<file path="config.mk">
export PLATFORM = sky130hd
export DESIGN_NAME = dsvm_mac
export DESIGN_NICKNAME = d
export VERILOG_FILES = /design/src/rtl/dsvm_pkg.sv /design/src/rtl/dsvm_mac.sv
export SDC_FILE = /design/constraint.sdc
export NUM_CORES = 1
export LEC_CHECK = 0
export ABC_AREA = 1
export BUFFER_PORTS_ARGS = -buffer_cell sky130_fd_sc_hd__buf_2
export CAP_MARGIN = 40
export CORE_ASPECT_RATIO = 0.9
export CORE_UTILIZATION = 43
export CTS_CLUSTER_SIZE = 10
export DETAILED_ROUTE_END_ITERATION = 8
export HOLD_SLACK_MARGIN = 0.15
export PLACE_DENSITY = 0.58
export SLEW_MARGIN = 20
export SYNTH_ARGS = -nofsm -noshare
export SYNTH_HDL_FRONTEND = slang
export SYNTH_SLANG_ARGS = --single-unit
</file>
<file path="constraint.sdc">
create_clock -name clk -period 6.25 [get_ports clk]
set_input_delay 0.625 -clock clk [delete_from_list [all_inputs] [get_ports clk]]
set_output_delay 0.625 -clock clk [all_outputs]
set_load 0.005 [all_outputs]
</file>
<file path="src/rtl/dsvm_pkg.sv">
// Shared types, codes and constants of the delayed stereo voice mixer.
`default_nettype none

package dsvm_pkg;

    localparam int SAMPLE_W    = 16;
    localparam int GAIN_W      = 16;
    localparam int DELAY_W     = 16;
    localparam int DELAY_MAX   = 45114;   // largest delay in samples, 1023 ms
    localparam int LEN_IN_MAX  = 131071;  // largest length the input field can carry
    localparam int IN_TDATA_W  = 104;
    localparam int OUT_TDATA_W = 32;
    localparam int CFG_IDX_W   = 1;
    localparam int CFG_DATA_W  = 3;

    typedef logic [2:0] op_t;
    localparam op_t OP_WORD    = 3'd0;
    localparam op_t OP_LEN     = 3'd1;
    localparam op_t OP_VOICE   = 3'd2;
    localparam op_t OP_RESTART = 3'd3;
    localparam op_t OP_FRAME   = 3'd4;

    typedef logic [CFG_IDX_W-1:0] cfg_idx_t;
    localparam cfg_idx_t CFG_VOICE_COUNT = 1'b0;
    localparam cfg_idx_t CFG_LOOP_CLIP   = 1'b1;

    typedef logic signed [SAMPLE_W-1:0] sample_t;
    typedef logic signed [GAIN_W-1:0]   gain_t;
    typedef logic [DELAY_W-1:0]         delay_t;

    typedef struct packed {
        logic clear;
        logic mul_en;
        logic acc_en;
    } mac_ctrl_t;

    // ms * 44100 / 1000 = 44 * ms + ms / 10; the tenth is a reciprocal multiply,
    // exact for every 10-bit value.
    function automatic delay_t ms_to_samples(input logic [9:0] ms);
        logic [17:0] tenth;
        tenth = 18'(ms) * 18'd205;
        return delay_t'(16'(ms) * 16'd44 + 16'(tenth >> 11));
    endfunction

endpackage

`default_nettype wire

</file>
<file path="src/rtl/dsvm_mac.sv">
// One channel: gain multiply, then truncating and saturating accumulate.
`default_nettype none

module dsvm_mac (
    input  wire                  clk,
    input  dsvm_pkg::mac_ctrl_t  ctrl,
    input  dsvm_pkg::sample_t    sample,
    input  dsvm_pkg::gain_t      gain,
    output dsvm_pkg::sample_t    acc
);
    import dsvm_pkg::*;

    logic signed [31:0] prod_reg;
    sample_t            acc_reg;
    sample_t            acc_next;
    logic signed [33:0] sum;
    logic signed [21:0] quot;

    always_comb
    begin
        sum  = {{6{acc_reg[15]}}, acc_reg, 12'b0} + {{2{prod_reg[31]}}, prod_reg};
        quot = sum[33:12];
        // round toward zero for negative sums with a fraction
        if (sum[33] && (sum[11:0] != 12'd0))
        begin
            quot = quot + 22'sd1;
        end
        if (quot > 22'sd32767)
        begin
            acc_next = 16'sh7FFF;
        end
        else if (quot < -22'sd32768)
        begin
            acc_next = -16'sh8000;
        end
        else
        begin
            acc_next = quot[15:0];
        end
    end

    always_ff @(posedge clk)
    begin
        if (ctrl.mul_en)
        begin
            prod_reg <= sample * gain;
        end
        if (ctrl.clear)
        begin
            acc_reg <= '0;
        end
        else if (ctrl.acc_en)
        begin
            acc_reg <= acc_next;
        end
    end

    assign acc = acc_reg;

endmodule

`default_nettype wire
</file>
* After elaboration in Yosys (flattened, before gate mapping)
Cells that the tools add are included.
W data, S select, Z words.
** Cells by class
- $add $sub $neg :: 2
- Multiply operators :: 1
- Div/mod/pow operators :: 0
- $lt $le $gt $ge :: 2
- Equal/unequal tests :: 0
- Shifts and indexed selects :: 0
- Multiplexer cells :: 3
- Bitwise gates (word level) :: 0
- Reductions and logical operators :: 2
** Operators with widths (count)
- $add A28 B32 Y33 :: 1
- $mul A16 B16 Y32 :: 1
- $mux W16 :: 2
- $add A21 B2 Y22 const B :: 1
- $gt A22 B16 Y1 const B :: 1
- $lt A22 B16 Y1 const B :: 1
- $mux W22 :: 1
- $reduce_bool A12 Y1 :: 1
- $logic_and A1 B1 Y1 :: 1
** Word-level totals
- Bits in registers :: 48
- Latch bits :: 0
- Memory bits (writable) :: 0
- ROM bits :: 0
- Input port bits :: 36
- Memories :: 0

* Depth between registers and ports, before layout
Gate-level depths: netlist (run 1).
- Depth after elaboration :: 7
- Gate-level depth with buffers :: 28
- Depth with buffers taken out :: 26

* Worst setup path after synthesis (run 1)
No wires, ideal clock.
- Path type :: input -> register
- Start point :: input port gain[5]
- End point :: register prod_reg[30], data pin
- Data arrival time :: 5.982 ns
- Required time :: 5.985 ns
- Slack :: 0.003 ns
- Stages on the path :: 22
- Path through :: clkbuf_1 clkbuf_1 nand2_1 fa_1 inv_1 fa_1 fa_1 fa_1 fa_1 inv_1 fa_1 inv_1 ha_1 nand2_1 nor4_1 nand3b_1 nand3_1 nand3_1 nand2_1 a31oi_1 o21ai_0 xor2_1
** On the way
- Word-level cells in the longest chain between the ends :: 1
** RTL lines
- start, declared :: RTL line dsvm_mac.sv:8 : input dsvm_pkg::gain_t gain,
- $mul A16 B16 Y32 :: RTL line dsvm_mac.sv:46 : prod_reg <= sample * gain;
- end signal, assigned :: RTL line dsvm_mac.sv:46
- end, declared :: RTL line dsvm_mac.sv:13 : logic signed [31:0] prod_reg;
No other way between the ends.
A chain may end at the register's enable or synchronous reset.

* Final worst setup path (run 1)
- Start point :: input port gain[10]
- End point :: register prod_reg[31], data pin
The elaborated chain is that of the path after synthesis.

==> metrics, run 1 <==
outcome complete, no violations; Max stage delay cell, worst path fa_1; Placement Cell Area 15170 um^2; fmax 168.6 MHz; Routed WL per cell 14.12 um; fin crit share approximately 95%; HPWL after DPL approximately 29000 um; post-CTS resize count 0; Mapped Cells between 1500 and 2000; CP required 6300 ps; max reg flops 32; Critical Path Source Type primary input; WL final 32890 um; Setup crit end kind register; placed insts between 2000 and 2500; Ys Warns 0; Final Cell Area 15350 um^2; CTS tree built; I/O pin count between 50 and 60; number of library cell types mapped by synthesis 41; EDFF count, synth 32; peak per-stage delay on the critical path approximately 550 ps; Syn Nets 2251; routability cong. 0.9187; global route overflow 0; Worst-Margin Slew 764.0 ps; synthesized area 14140 um^2; Hold-fix buffers, CTS 0; Hold/Removal Path Class in -> reg; final net count 2314; antenna-violating nets left 0; first-pass GRT wire length 57880 um; CP Class in -> reg; area delta synth->final 8.529%; IO Port Bufs between 50 and 60; syn_area_per_cell ~7.6 um^2; Die Ht 174.0 um; Main synth FF type edfxtp_1; clock root buffer clkbuf_16; Max-Cap Viols 0; worst skew pair latency 310 ps; Fill cells 3258; count leader, synth inv_1; final hold vios 0; cts bufs inserted 5; Vias/cell 4.741; area of the die 33620 um^2; core area 32120 um^2; Period minus WS final 5930 ps; Ant. Diodes 0; clock tree buffer depth 2; post-CTS setup repair buffer count 0; Synth top area share between 30% and 40%; fraction of registers with async set/reset 0%; worst path arrival time roughly 6000 ps; final count of negative-setup-slack endpoints 0; max-slew violations 0; row count 62; clock sink total 48; TritonRoute pass-1 iters 8; synth cell count leaders 528 x inv_1, 439 x nand2_1, 263 x fa_1; crit path cell chain buf_2 > nand2_1 > fa_1 > inv_1 > fa_1 > fa_1 > fa_1 > fa_1 > inv_1 > fa_1 > inv_1 > ha_1 > nand2_1 > nor2_1 > inv_1 > nor3_1 > nand3_1 > nand3_1 > nand3_1 > nand2_1 > a21o_1 > a21oi_1 > xor2_1; number of H-tree levels 2; post-synthesis sequential area ratio 9.060%; initial antenna violation count 0; DRC Markers 0; crit-path max FO 16; largest net degree at the start of global routing 33; Worst Clk Skew 15.98 ps; crit-path most repeated cell fa_1; Total GRT Usage 21.60%; initial detailed-routing violation count 476; clock slew at reported path FFs ~80 ps; #FFs+latches synth 48; die width 193.2 um; layout cell share with drive strength beyond 1 11.50%; vias in the first global route 11990; Non-Filler Instances 2329; Final Util 47.79%; total negative slack 0 ps; Synth area leader fa_1; total vias in the final route between 10000 and 15000; Initial Utilization 44.04%; top post-synthesis cells by area fa_1 37%, inv_1 14%, nand2_1 12%; slew margin rel. 49.07%
worst paths after layout:
kind	start	end	slack, ps	cells past startpoint
setup / recovery	gain[10]	prod_reg[31]	320	23
hold / removal	ctrl[2]	acc[15]	480	2
setup reg to reg	acc[15]	acc[14]	2670	19
hold reg to reg	acc[13]	acc[13]	570	2
metrics by stage:
stage / hold WS, ps / worst slack [ps]
after floorplan: 531.8 / 3.326
after global placement: 547.4 / 7.507
after detailed placement: 546.5 / -121.3
after CTS: 476.3 / 184.0
after global routing: 484.4 / -18.30
final: 480.1 / 319.8
area by class of cell:
class	instances	area (um^2)	share of cell area, %
Inverter	545	2046	13.33
Tap cell	416	520.5	3.391
Timing Repair Buffer	120	785.8	5.119
Clock buffer	5	125.1	0.8152
Clock inverter	3	26.28	0.1712
Sequential cell	48	1281	8.348
Multi-Input combinational cell	1192	10560	68.83
critical path: cells and delay by family:
kind            cells  cell delay, ps
compound gates      2             170
buf+inv             5             570
simple gates        8            1060
xor+xnor            1             130
fa+ha+maj           7            3400
cells by family (layout without fill, tap and decap cells):
group | Yosys count | count (layout) | share of synthesized area [%]
flip-flops | 48 | 48 | 9.060
multiplexers | 1 | 1 | 0.07078
AO/OA/AOI/OAI | 107 | 107 | 4.494
buffers and inverters | 609 | 673 | 16.35
adder cells (fa/ha/maj) | 366 | 366 | 46.34
XOR/XNOR | 51 | 51 | 3.158
AND/OR/NAND/NOR | 667 | 667 | 20.53
cells in the final DEF, fill, tap and decap left out, drive strengths merged, types with 3 or more instances in the layout:
master,Yosys,routed
o221ai,4,4
nand3,62,62
o21ai,29,29
or2,4,4
nand2,471,471
inv,543,545
xor2,33,33
nand4,15,15
fa,263,263
a21oi,64,64
buf,5,115
clkbuf,59,10
dfxtp,16,16
clkinv,2,3
edfxtp,32,32
xnor2,18,18
ha,103,103
nor3,9,9
nor2,103,103
routing by layer:
layer  vias to the layer above  share of wire, %  track usage, %
li1                       5449                 -               -
met1                      5332                47           29.62
met2                       223                46           36.10
met3                        37               5.0           2.827
met4                         0               1.8           4.948
met5                         -                 0               0
Power of run 1 is left out: the tool's default activity adds up to more than one toggle a clock period on the data nets, which glitch-free logic cannot reach.
==> run 2: changes to the inputs <==
BUFFER_PORTS_ARGS = unset   (was -buffer_cell sky130_fd_sc_hd__buf_2)
DONT_BUFFER_PORTS = 1   (was unset)
PLACE_DENSITY = 0.65   (was 0.58)
clock period = 6.31 ns   (was 6.25 ns; I/O delays follow)
==> run 2 against run 1 <==
  * Clock skew fell by 9.5 ps
  * Worst setup slack improved by 77 ps
  * Global-route usage fell by 0.90 points
  * Critical path type unchanged
  * Die area did not move
  * Sequential share of layout area rose by 0.44 points
  * First-iteration DRC count rose by 26%
  * Design area fell by 5.0%
  * Largest cell class unchanged
  * Clock-buffer cell count rose by 1
  * Wire length fell by 0.72%
==> metrics, run 2 (same netlist as run 1, synthesis figures left out) <==
outcome complete, no violations; Routed WL per cell 14.74 um (+4.4%); Max stage delay cell, worst path fa_1; number of H-tree levels 2 (unchanged); Setup crit end kind register; initial antenna violation count 0 (unchanged); crit-path most repeated cell fa_1; Worst Clk Skew 6.446 ps (-9.532 ps); layout cell share with drive strength beyond 1 5.614% (-5.9 points); first-pass GRT wire length 55230 um (-4.6%); clock sink total 48 (unchanged); cts bufs inserted 5 (unchanged); CTS tree built; max-slew violations 0 (unchanged); DRC Markers 0 (unchanged); Hold-fix buffers, CTS 0 (unchanged); HPWL after DPL 28150 um (-4.1%); global route overflow 0 (unchanged); Crit. path cell count 20 (-13%); TritonRoute pass-1 iters 7 (-1); met3 Usage GRT 3.170% (+0.34 points); die width 193.2 um (unchanged); Die Ht 174.0 um (unchanged); Ant. Diodes 0 (unchanged); routability cong. 0.9040 (-1.6%); clock root buffer clkbuf_16; Top Usage Layer GRT met2; CP Class in -> reg; Critical path buffers and inverters 3 (-2); Critical Path Source Type primary input; worst skew pair latency 290 ps (-20 ps); reg2reg path depth 20 (+1); area of the die 33620 um^2 (unchanged); crit path cell chain nand2_1 > inv_1 > fa_1 > fa_1 > fa_1 > fa_1 > fa_1 > inv_1 > fa_1 > inv_1 > ha_1 > nand2_1 > nor4_1 > nand3b_1 > nand3_1 > nand3_1 > nand2_1 > a31oi_1 > o21ai_0 > xor2_1; antenna-violating nets left 0 (unchanged); largest net degree at the start of global routing 33 (unchanged); Period minus WS final between 5000 and 6000 ps; Worst Setup SP gain[1]; final hold vios 0 (unchanged); M1 GR Usage 29.41% (-0.21 points); worst reg-to-reg setup slack 2860 ps (+190 ps); I/O pin count 52 (unchanged); Worst-Margin Slew 736.4 ps (-27.58 ps); Hold Path Depth 1 (-1); setup ws final 397.1 ps (+77.29 ps); worst r2r src prod_reg[12]; row count 62 (unchanged); CP delay by family, top adder cells; DP Worst Slack 16.83 ps (+138.2 ps); IO Port Bufs 0 (-100%); Final Util 45.41% (-2.4 points); met2 Use GR 33.45% (-2.6 points); most frequent cells in the layout 528 x inv_1, 439 x nand2_1, 263 x fa_1, 103 x ha_1, 88 x nor2_1; area delta synth->final 3.123%; vias in the first global route 11200 (-6.6%); crit path to prod_reg[30]; clock tree buffer depth 2 (unchanged); RSZ-0062 raised after global routing false; core area 32120 um^2 (unchanged); Fill cells 3206 (-1.6%); Vias/cell 4.809 (+1.5%); worst path arrival time 5960 ps (-20 ps); total negative slack 0 ps (unchanged); Initial Utilization 44.04% (unchanged); Max-Cap Viols 0 (unchanged); fmax around 170 MHz; RR Endpoint acc[11]; Hold/Removal Path Class in -> reg; commonest non-fill, non-tap cell in the layout inv_1; peak per-stage delay on the critical path 710 ps (+160 ps); final net count 2200 (-4.9%); clock slew at reported path FFs 70 ps (about the same); total vias in the final route 10650 (-3.5%); WL final 32660 um (-0.72%); crit-path max FO 16 (unchanged); max reg flops 32 (unchanged); CP required 6350 ps (+50 ps); initial detailed-routing violation count 602 (+26%); slew margin rel. 50.85% (+1.8 points); fin crit share between 90% and 100%; final count of negative-setup-slack endpoints 0 (unchanged); Total GRT Usage 20.71% (-0.90 points)
[run 2: worst min-delay path by stage]
stage / startpoint / endpoint / slack (ps)
floorplan: acc[2] / acc[2] / 530
detailed placement: acc[2] / acc[2] / 600
finish: ctrl[2] / acc[15] / 400
global route: ctrl[2] / acc[15] / 390
CTS: ctrl[2] / acc[15] / 390
global placement: acc[3] / acc[3] / 600
[run 2: layout make-up]
class                      count  area [um^2]  area share (%)
tap                          416        520.5           3.569
inverter                     545         2046           14.03
multi-input combinational   1192        10550           72.37
sequential                    48         1281           8.785
clock buffer                   6        128.9          0.8837
timing repair buffer           6        42.54          0.2917
clock inverter                 2        11.26         0.07721
[run 2: what timing repair did]
item,CTS,global route
hold endpoints to repair,0,0
gates resized for setup,0,1
endpoints found under the setup margin,0,1
buffers inserted,0,0
[run 2: per-stage QoR]
step | hold slack [ps] | std cells | cell area [um^2]
floorplan | 531.8 | 1849 | 14140
global placement | 596.1 | 2206 | 14430
detailed placement | 595.2 | 2207 | 14440
CTS | 389.9 | 2215 | 14580
global route | 391.7 | 2215 | 14580
finish | 396.3 | 2215 | 14580
[run 2: routing by layer]
metal  vias up  wire length, um
met4         0              432
met2       322            14730
li1       5230                -
met5         -                0
met3        24             2133
met1      5077            15360
Power of run 2 is left out for the same reason.
